`config.mk`:
```
export PLATFORM = sky130hd
export DESIGN_NAME = bracket_expression_validator_unit
export DESIGN_NICKNAME = d
export VERILOG_FILES = /design/src/design/bev_pkg.sv /design/src/design/bracket_expression_validator_unit.sv /design/src/design/bev_cell.sv
export SDC_FILE = /design/constraint.sdc
export NUM_CORES = 1
export LEC_CHECK = 0
export ABC_AREA = 1
export BUFFER_PORTS_ARGS = -buffer_cell sky130_fd_sc_hd__clkbuf_2
export CAP_MARGIN = 25
export CORE_MARGIN = 3
export CORE_UTILIZATION = 60
export CTS_BUF_LIST = sky130_fd_sc_hd__clkbuf_16
export DETAILED_ROUTE_END_ITERATION = 12
export PLACE_DENSITY = 0.73
export SYNTH_ARGS = -nofsm -noshare
export SYNTH_HDL_FRONTEND = slang
export SYNTH_HIERARCHICAL = 1
export SYNTH_SLANG_ARGS = --single-unit
```
`constraint.sdc`:
```
create_clock -name i_clk -period 26 [get_ports i_clk]
set_clock_uncertainty 0.2 [all_clocks]
set_input_delay 1.3 -clock i_clk [delete_from_list [all_inputs] [get_ports i_clk]]
set_output_delay 1.3 -clock i_clk [all_outputs]
set_load 0.02 [all_outputs]
```
`src/design/bev_pkg.sv`:
```
package bev_pkg;

    typedef logic [1:0] t_kind;

    localparam t_kind KIND_ROUND  = 2'd0;
    localparam t_kind KIND_SQUARE = 2'd1;
    localparam t_kind KIND_CURLY  = 2'd2;

    localparam logic [7:0] CH_PLUS   = 8'h2B;
    localparam logic [7:0] CH_MINUS  = 8'h2D;
    localparam logic [7:0] CH_STAR   = 8'h2A;
    localparam logic [7:0] CH_SLASH  = 8'h2F;
    localparam logic [7:0] CH_LPAREN = 8'h28;
    localparam logic [7:0] CH_LSQR   = 8'h5B;
    localparam logic [7:0] CH_LCURL  = 8'h7B;
    localparam logic [7:0] CH_RPAREN = 8'h29;
    localparam logic [7:0] CH_RSQR   = 8'h5D;
    localparam logic [7:0] CH_RCURL  = 8'h7D;
    localparam logic [7:0] CH_ZERO   = 8'h30;
    localparam logic [7:0] CH_NINE   = 8'h39;

    typedef enum logic [2:0] {
        CLS_OPEN,
        CLS_CLOSE,
        CLS_OP,
        CLS_DIGIT,
        CLS_OTHER
    } t_char_class;

    typedef struct packed {
        t_char_class cls;
        t_kind       kind;
    } t_char_info;

    // one command to every stack cell, shifts the whole chain
    typedef struct packed {
        logic push;
        logic pop;
    } t_stack_cmd;

    function automatic t_char_info classify(input logic [7:0] c);
        t_char_info info;
        info.kind = KIND_ROUND;
        info.cls  = CLS_OTHER;
        unique case (c)
            CH_LPAREN: begin info.cls = CLS_OPEN;  info.kind = KIND_ROUND;  end
            CH_LSQR:   begin info.cls = CLS_OPEN;  info.kind = KIND_SQUARE; end
            CH_LCURL:  begin info.cls = CLS_OPEN;  info.kind = KIND_CURLY;  end
            CH_RPAREN: begin info.cls = CLS_CLOSE; info.kind = KIND_ROUND;  end
            CH_RSQR:   begin info.cls = CLS_CLOSE; info.kind = KIND_SQUARE; end
            CH_RCURL:  begin info.cls = CLS_CLOSE; info.kind = KIND_CURLY;  end
            CH_PLUS, CH_MINUS, CH_STAR, CH_SLASH: begin
                info.cls = CLS_OP;
            end
            default: begin
                if (c >= CH_ZERO && c <= CH_NINE) begin
                    info.cls = CLS_DIGIT;
                end
            end
        endcase
        return info;
    endfunction

endpackage

```
`src/design/bracket_expression_validator_unit.sv`:
```
// Bracket expression checker.
// Input channel: one ASCII character per request (i_in_character) with
// i_in_last_char marking the end of an expression; taken when i_in_valid is
// high and o_in_stall is low.
// Output channel: one verdict (o_out_expression_valid) per expression, on the
// request that carried i_in_last_char; taken when o_out_valid is high and
// i_out_stall is low.
// Throughput: one character per cycle while the output side is not stalled.
// Each character reads only the top cell of the bracket stack, a chain of
// STACK_DEPTH cells that all shift in the same cycle, so the per-character
// update is one register stage. The verdict is registered and appears in the
// cycle after the last character is taken. A verdict held by a stalled receiver
// stalls the input side until it is taken; an output register sits between the two sides.
// Reset clears the level count, error, operator and length state and the
// output valid flag; stack cells need no clearing, as only entries pushed within
// the current expression are ever read.
// After each verdict the expression state returns to its reset values.
module bracket_expression_validator_unit #(
    parameter int STACK_DEPTH = 64
) (
    input  logic       i_clk,
    input  logic       i_rst_n,
    input  logic       i_in_valid,
    output logic       o_in_stall,
    input  logic [7:0] i_in_character,
    input  logic       i_in_last_char,
    output logic       o_out_valid,
    input  logic       i_out_stall,
    output logic       o_out_expression_valid
);

    localparam int LW = $clog2(STACK_DEPTH + 1);

    logic [LW-1:0] r_level;
    logic [LW-1:0] n_level;
    logic          r_err;
    logic          n_err;
    logic          r_prev_op;
    logic          n_prev_op;
    logic [1:0]    r_len;
    logic [1:0]    n_len;
    logic          r_out_valid;
    logic          r_out_data;

    logic                 w_accept;
    logic                 w_full;
    logic                 w_empty;
    bev_pkg::t_char_info  w_info;
    bev_pkg::t_stack_cmd  w_cmd;
    bev_pkg::t_kind       w_kind [STACK_DEPTH];
    logic                 w_verdict;

    assign o_in_stall = r_out_valid & i_out_stall;
    assign w_accept   = i_in_valid & ~o_in_stall;
    assign w_info     = bev_pkg::classify(i_in_character);
    assign w_full     = (r_level == LW'(STACK_DEPTH));
    assign w_empty    = (r_level == '0);

    always_comb begin
        w_cmd.push = 1'b0;
        w_cmd.pop  = 1'b0;
        n_level    = r_level;
        n_err      = r_err;
        n_prev_op  = r_prev_op;
        n_len      = r_len;
        if (w_accept) begin
            if (r_len != 2'd3) begin
                n_len = r_len + 2'd1;
            end
            unique case (w_info.cls)
                bev_pkg::CLS_OPEN: begin
                    if (w_full) begin
                        n_err = 1'b1;
                    end else begin
                        w_cmd.push = 1'b1;
                        n_level    = r_level + LW'(1);
                    end
                end
                bev_pkg::CLS_CLOSE: begin
                    if (w_empty || w_kind[0] != w_info.kind) begin
                        n_err = 1'b1;
                    end else begin
                        w_cmd.pop = 1'b1;
                        n_level   = r_level - LW'(1);
                    end
                end
                bev_pkg::CLS_OP: begin
                    if (r_prev_op) begin
                        n_err = 1'b1;
                    end
                end
                bev_pkg::CLS_DIGIT: begin
                end
                default: begin
                    n_err = 1'b1;
                end
            endcase
            n_prev_op = (w_info.cls == bev_pkg::CLS_OP);
        end
    end

    assign w_verdict = ~n_err && (n_level == '0) && (n_len == 2'd3);

    always_ff @(posedge i_clk) begin
        if (!i_rst_n) begin
            r_level   <= '0;
            r_err     <= 1'b0;
            r_prev_op <= 1'b0;
            r_len     <= 2'd0;
        end else if (w_accept && i_in_last_char) begin
            r_level   <= '0;
            r_err     <= 1'b0;
            r_prev_op <= 1'b0;
            r_len     <= 2'd0;
        end else begin
            r_level   <= n_level;
            r_err     <= n_err;
            r_prev_op <= n_prev_op;
            r_len     <= n_len;
        end
    end

    always_ff @(posedge i_clk) begin
        if (!i_rst_n) begin
            r_out_valid <= 1'b0;
        end else if (w_accept && i_in_last_char) begin
            r_out_valid <= 1'b1;
        end else if (!i_out_stall) begin
            r_out_valid <= 1'b0;
        end
    end

    always_ff @(posedge i_clk) begin
        if (w_accept && i_in_last_char) begin
            r_out_data <= w_verdict;
        end
    end

    assign o_out_valid            = r_out_valid;
    assign o_out_expression_valid = r_out_data;

    for (genvar g = 0; g < STACK_DEPTH; g++) begin : g_cell
        bev_pkg::t_kind w_prev;
        bev_pkg::t_kind w_next;
        if (g == 0) begin : g_top
            assign w_prev = w_info.kind;
        end else begin : g_mid
            assign w_prev = w_kind[g-1];
        end
        if (g == STACK_DEPTH - 1) begin : g_bot
            assign w_next = w_kind[g];
        end else begin : g_inner
            assign w_next = w_kind[g+1];
        end
        bev_cell u_cell (
            .i_clk       (i_clk),
            .i_cmd       (w_cmd),
            .i_prev_kind (w_prev),
            .i_next_kind (w_next),
            .o_kind      (w_kind[g])
        );
    end

    a_level_bound: assert property (@(posedge i_clk) disable iff (!i_rst_n)
        r_level <= LW'(STACK_DEPTH))
        else $error("stack level beyond depth");

    a_verdict_source: assert property (@(posedge i_clk) disable iff (!i_rst_n)
        $rose(r_out_valid) |-> $past(w_accept && i_in_last_char))
        else $error("verdict without a last character");

    a_clear_after_last: assert property (@(posedge i_clk) disable iff (!i_rst_n)
        (w_accept && i_in_last_char) |=>
            (r_level == '0 && !r_err && !r_prev_op && r_len == 2'd0))
        else $error("expression state not cleared");

    a_full_push_err: assert property (@(posedge i_clk) disable iff (!i_rst_n)
        (w_accept && !i_in_last_char && w_full && w_info.cls == bev_pkg::CLS_OPEN)
            |=> (r_err && r_level == LW'(STACK_DEPTH)))
        else $error("push onto full stack not flagged");

    a_no_push_pop: assert property (@(posedge i_clk) disable iff (!i_rst_n)
        !(w_cmd.push && w_cmd.pop))
        else $error("push and pop together");

endmodule

```
`src/design/bev_cell.sv`:
```
// One stack entry. Push takes the entry above (the new top for cell 0),
// pop takes the entry below.
module bev_cell (
    input  logic                i_clk,
    input  bev_pkg::t_stack_cmd i_cmd,
    input  bev_pkg::t_kind      i_prev_kind,
    input  bev_pkg::t_kind      i_next_kind,
    output bev_pkg::t_kind      o_kind
);

    bev_pkg::t_kind r_kind;
    bev_pkg::t_kind n_kind;

    always_comb begin
        priority if (i_cmd.push) begin
            n_kind = i_prev_kind;
        end else if (i_cmd.pop) begin
            n_kind = i_next_kind;
        end else begin
            n_kind = r_kind;
        end
    end

    always_ff @(posedge i_clk) begin
        r_kind <= n_kind;
    end

    assign o_kind = r_kind;

endmodule
```
==> impl_metrics.tcl <==
set metrics [dict create \
    grt_overflow 0 \
    cts_resized 0 \
    portBuffers 15 \
    n_antenna_cell 0 \
    clock_path_buffers 2 \
    clock_sinks 141 \
    seqCellArea_um2 4110 \
    path_clk_slew_ns 0.05 \
    p_comb_frac 0.021 \
    synthArstFlopShare 0 \
    maxSlewViolCount 0 \
    ys.flop_type "edfxtp_1" \
    ys_ff_latch 141 \
    synth_area_um2 7150 \
    post-route-util 0.696 \
    clk_latency_ns 0.41 \
    ys_warn_count 6 \
    grt_max_degree 132 \
    worst_pin_slew_ns 0.890 \
    worstSetupPathType "in2reg" \
    area_growth_pct 12.2 \
    numCtsBuffers 17 \
    final.period_utilization 0.147 \
    end_kind "register" \
    intPower_uw 385 \
    via_per_inst 5.13 \
    ctsHoldBuffers 0 \
    synthCells 847 \
    crit_required_ns 25.96 \
    synth-seq-area-share 0.576 \
    status "finished, final reports clean" \
    max_freq_mhz 261 \
    ir_drop_uv 55.8 \
    tns_ns 0 \
    synth.avg_cell_area_um2 8.44 \
    p_sw_frac 0.192 \
    seq_power_share 0.515 \
    fin_total_pwr_uw 477 \
    io_pins 16 \
    dieArea_um2 13300 \
    h-tree-depth 4 \
    antenna_found_initial 0 \
    cap_violations 0 \
    post_cts_buffers 0 \
    cts_tree "yes" \
    relSlewSlack 0.400 \
    final_nets 900 \
    startpoint_type "primary input" \
    num_rows 39 \
    hold_viol 0 \
    setup_violations 0 \
    synth_nets 863 \
    fp.dieW_um 115 \
    synth_cell_type_count 32 \
    drive_gt1_frac 0.0771 \
    root_buffer "clkbuf_16" \
    core_area_um2 11500 \
    hpwl_mm 8.88 \
    drt-total-wl_mm 13.2 \
    fp.dieH_um 115 \
    cp_max_fo 125 \
    initial_core_util 0.621 \
    p_clk_frac 0.464 \
    drt_iter0_drc 471 \
    synth.top_cells.by_count "nand2_1, edfxtp_1, inv_1" \
    grt_pass1_wl_mm 22.3 \
    rsz0062_at_grt "no" \
    grt_usage 0.214 \
    p_switching_uw 91.4 \
    drt_pre_antenna_iters 5 \
    p_leak_uw 0.00323 \
    synth_edf_count 129 \
    yosysTopAreaCell "edfxtp_1" \
    multi_input_area_um2 2670 \
    ant_nets 0 \
    critPathArrivalTime_ns 3.80 \
    synth.area.top_cells "edfxtp_1, nand2_1, or2_1" \
    power_density_nw_per_um2 59.5 \
    wl_per_cell_um 12.7 \
    hp-class "reg2reg" \
    drc 0 \
    routed-via-count 5329 \
    synth_top_area_frac 0.542 \
    globalplace.congestion 0.876 \
    first_global_vias 5153 \
    yosysMostFrequentCell "nand2_1" \
    fillerInstances 894 \
    min_period_ns 3.83 \
]
final timing paths:
path | to | startpoint | slack, ns | cells after the start
setup / recovery | g_cell[14].u_cell/o_kind[0] | i_in_character[5] | 22.17 | 14
hold / removal | r_prev_op | r_prev_op | 0.30 | 2
setup reg to reg | g_cell[25].u_cell/o_kind[0] | r_level[3] | 23.02 | 11
hold reg to reg | r_prev_op | r_prev_op | 0.30 | 2
metrics by stage:
step                      hold WS (ns)  area [um2]  worst slack (ns)  cells
after floorplan                  0.239        7150             16.11    847
after global placement           0.254        7430             21.24   1006
after detailed placement         0.271        7430             21.06   1006
after CTS                        0.300        7970             21.49   1036
after global routing             0.354        8020             21.99   1038
final                            0.301        8020             22.17   1038
state kept, by name, indices dropped and copies added (netlist names):
register	flops
o_out_expression_valid	1
g_cell.u_cell/o_kind	128
o_out_valid	1
r_len	2
r_level	7
r_err	1
r_prev_op	1
cells in the final DEF, fill, tap and decap left out, types with 4 or more instances in the layout:
master / instances
a21oi_1: 6
buf_4: 4
clkbuf_16: 17
clkbuf_2: 15
clkinv_2: 6
dfxtp_1: 12
edfxtp_1: 129
inv_1: 98
nand2_1: 441
nand2_2: 5
nand3_1: 18
nor2_1: 34
o21ai_1: 5
or2_1: 64
power by group through the flow:
stage | clock [uW] | combinational, uW | sequential (uW)
6_report | 221 | 10.1 | 245
5_1_grt | 235 | 11.4 | 245
4_1_cts | 226 | 10.0 | 245
3_5_place_dp | 0 | 9.95 | 250
3_3_place_gp | 0 | 9.40 | 250
2_1_floorplan | 0 | 7.47 | 250
metal layers:
metal,vias up,global-route usage,wire [um]
li1,2738,-,-
met1,2485,0.265,6000
met2,90,0.366,6560
met3,16,0.0479,445
met4,0,0.0845,194
met5,-,0,0
layout make-up:
type                       count  share of cell area
clock buffer                  17              0.0530
timing repair buffer          21              0.0200
clock inverter                13              0.0140
inverter                      97              0.0454
sequential                   141               0.513
tap                          143              0.0223
multi-input combinational    606               0.332
critical path, stage by stage:
cell      delay (ns)
clkbuf_2        0.10
inv_1           0.04
nor2_1          0.08
nand3_1         0.18
o22ai_2         0.33
o21ai_2         0.21
nor2_4          0.11
buf_4           0.14
buf_16          0.31
buf_4           0.25
buf_16          0.32
inv_1           0.13
nand2_1         0.08
nand2_1         0.07
cells by family (layout without fill, tap and decap cells):
logic type / after synthesis / count (layout) / share of synthesized area
xor gates and xnor gates: 5 / 5 / 0.00613
AOI/OAI and AO/OA: 22 / 22 / 0.0214
DFF: 141 / 141 / 0.576
adders and majority gates: 3 / 3 / 0.00525
and+or+nand+nor: 576 / 576 / 0.338
buffers and inverters: 100 / 148 / 0.0537
Power figures use the tool's default switching activity.
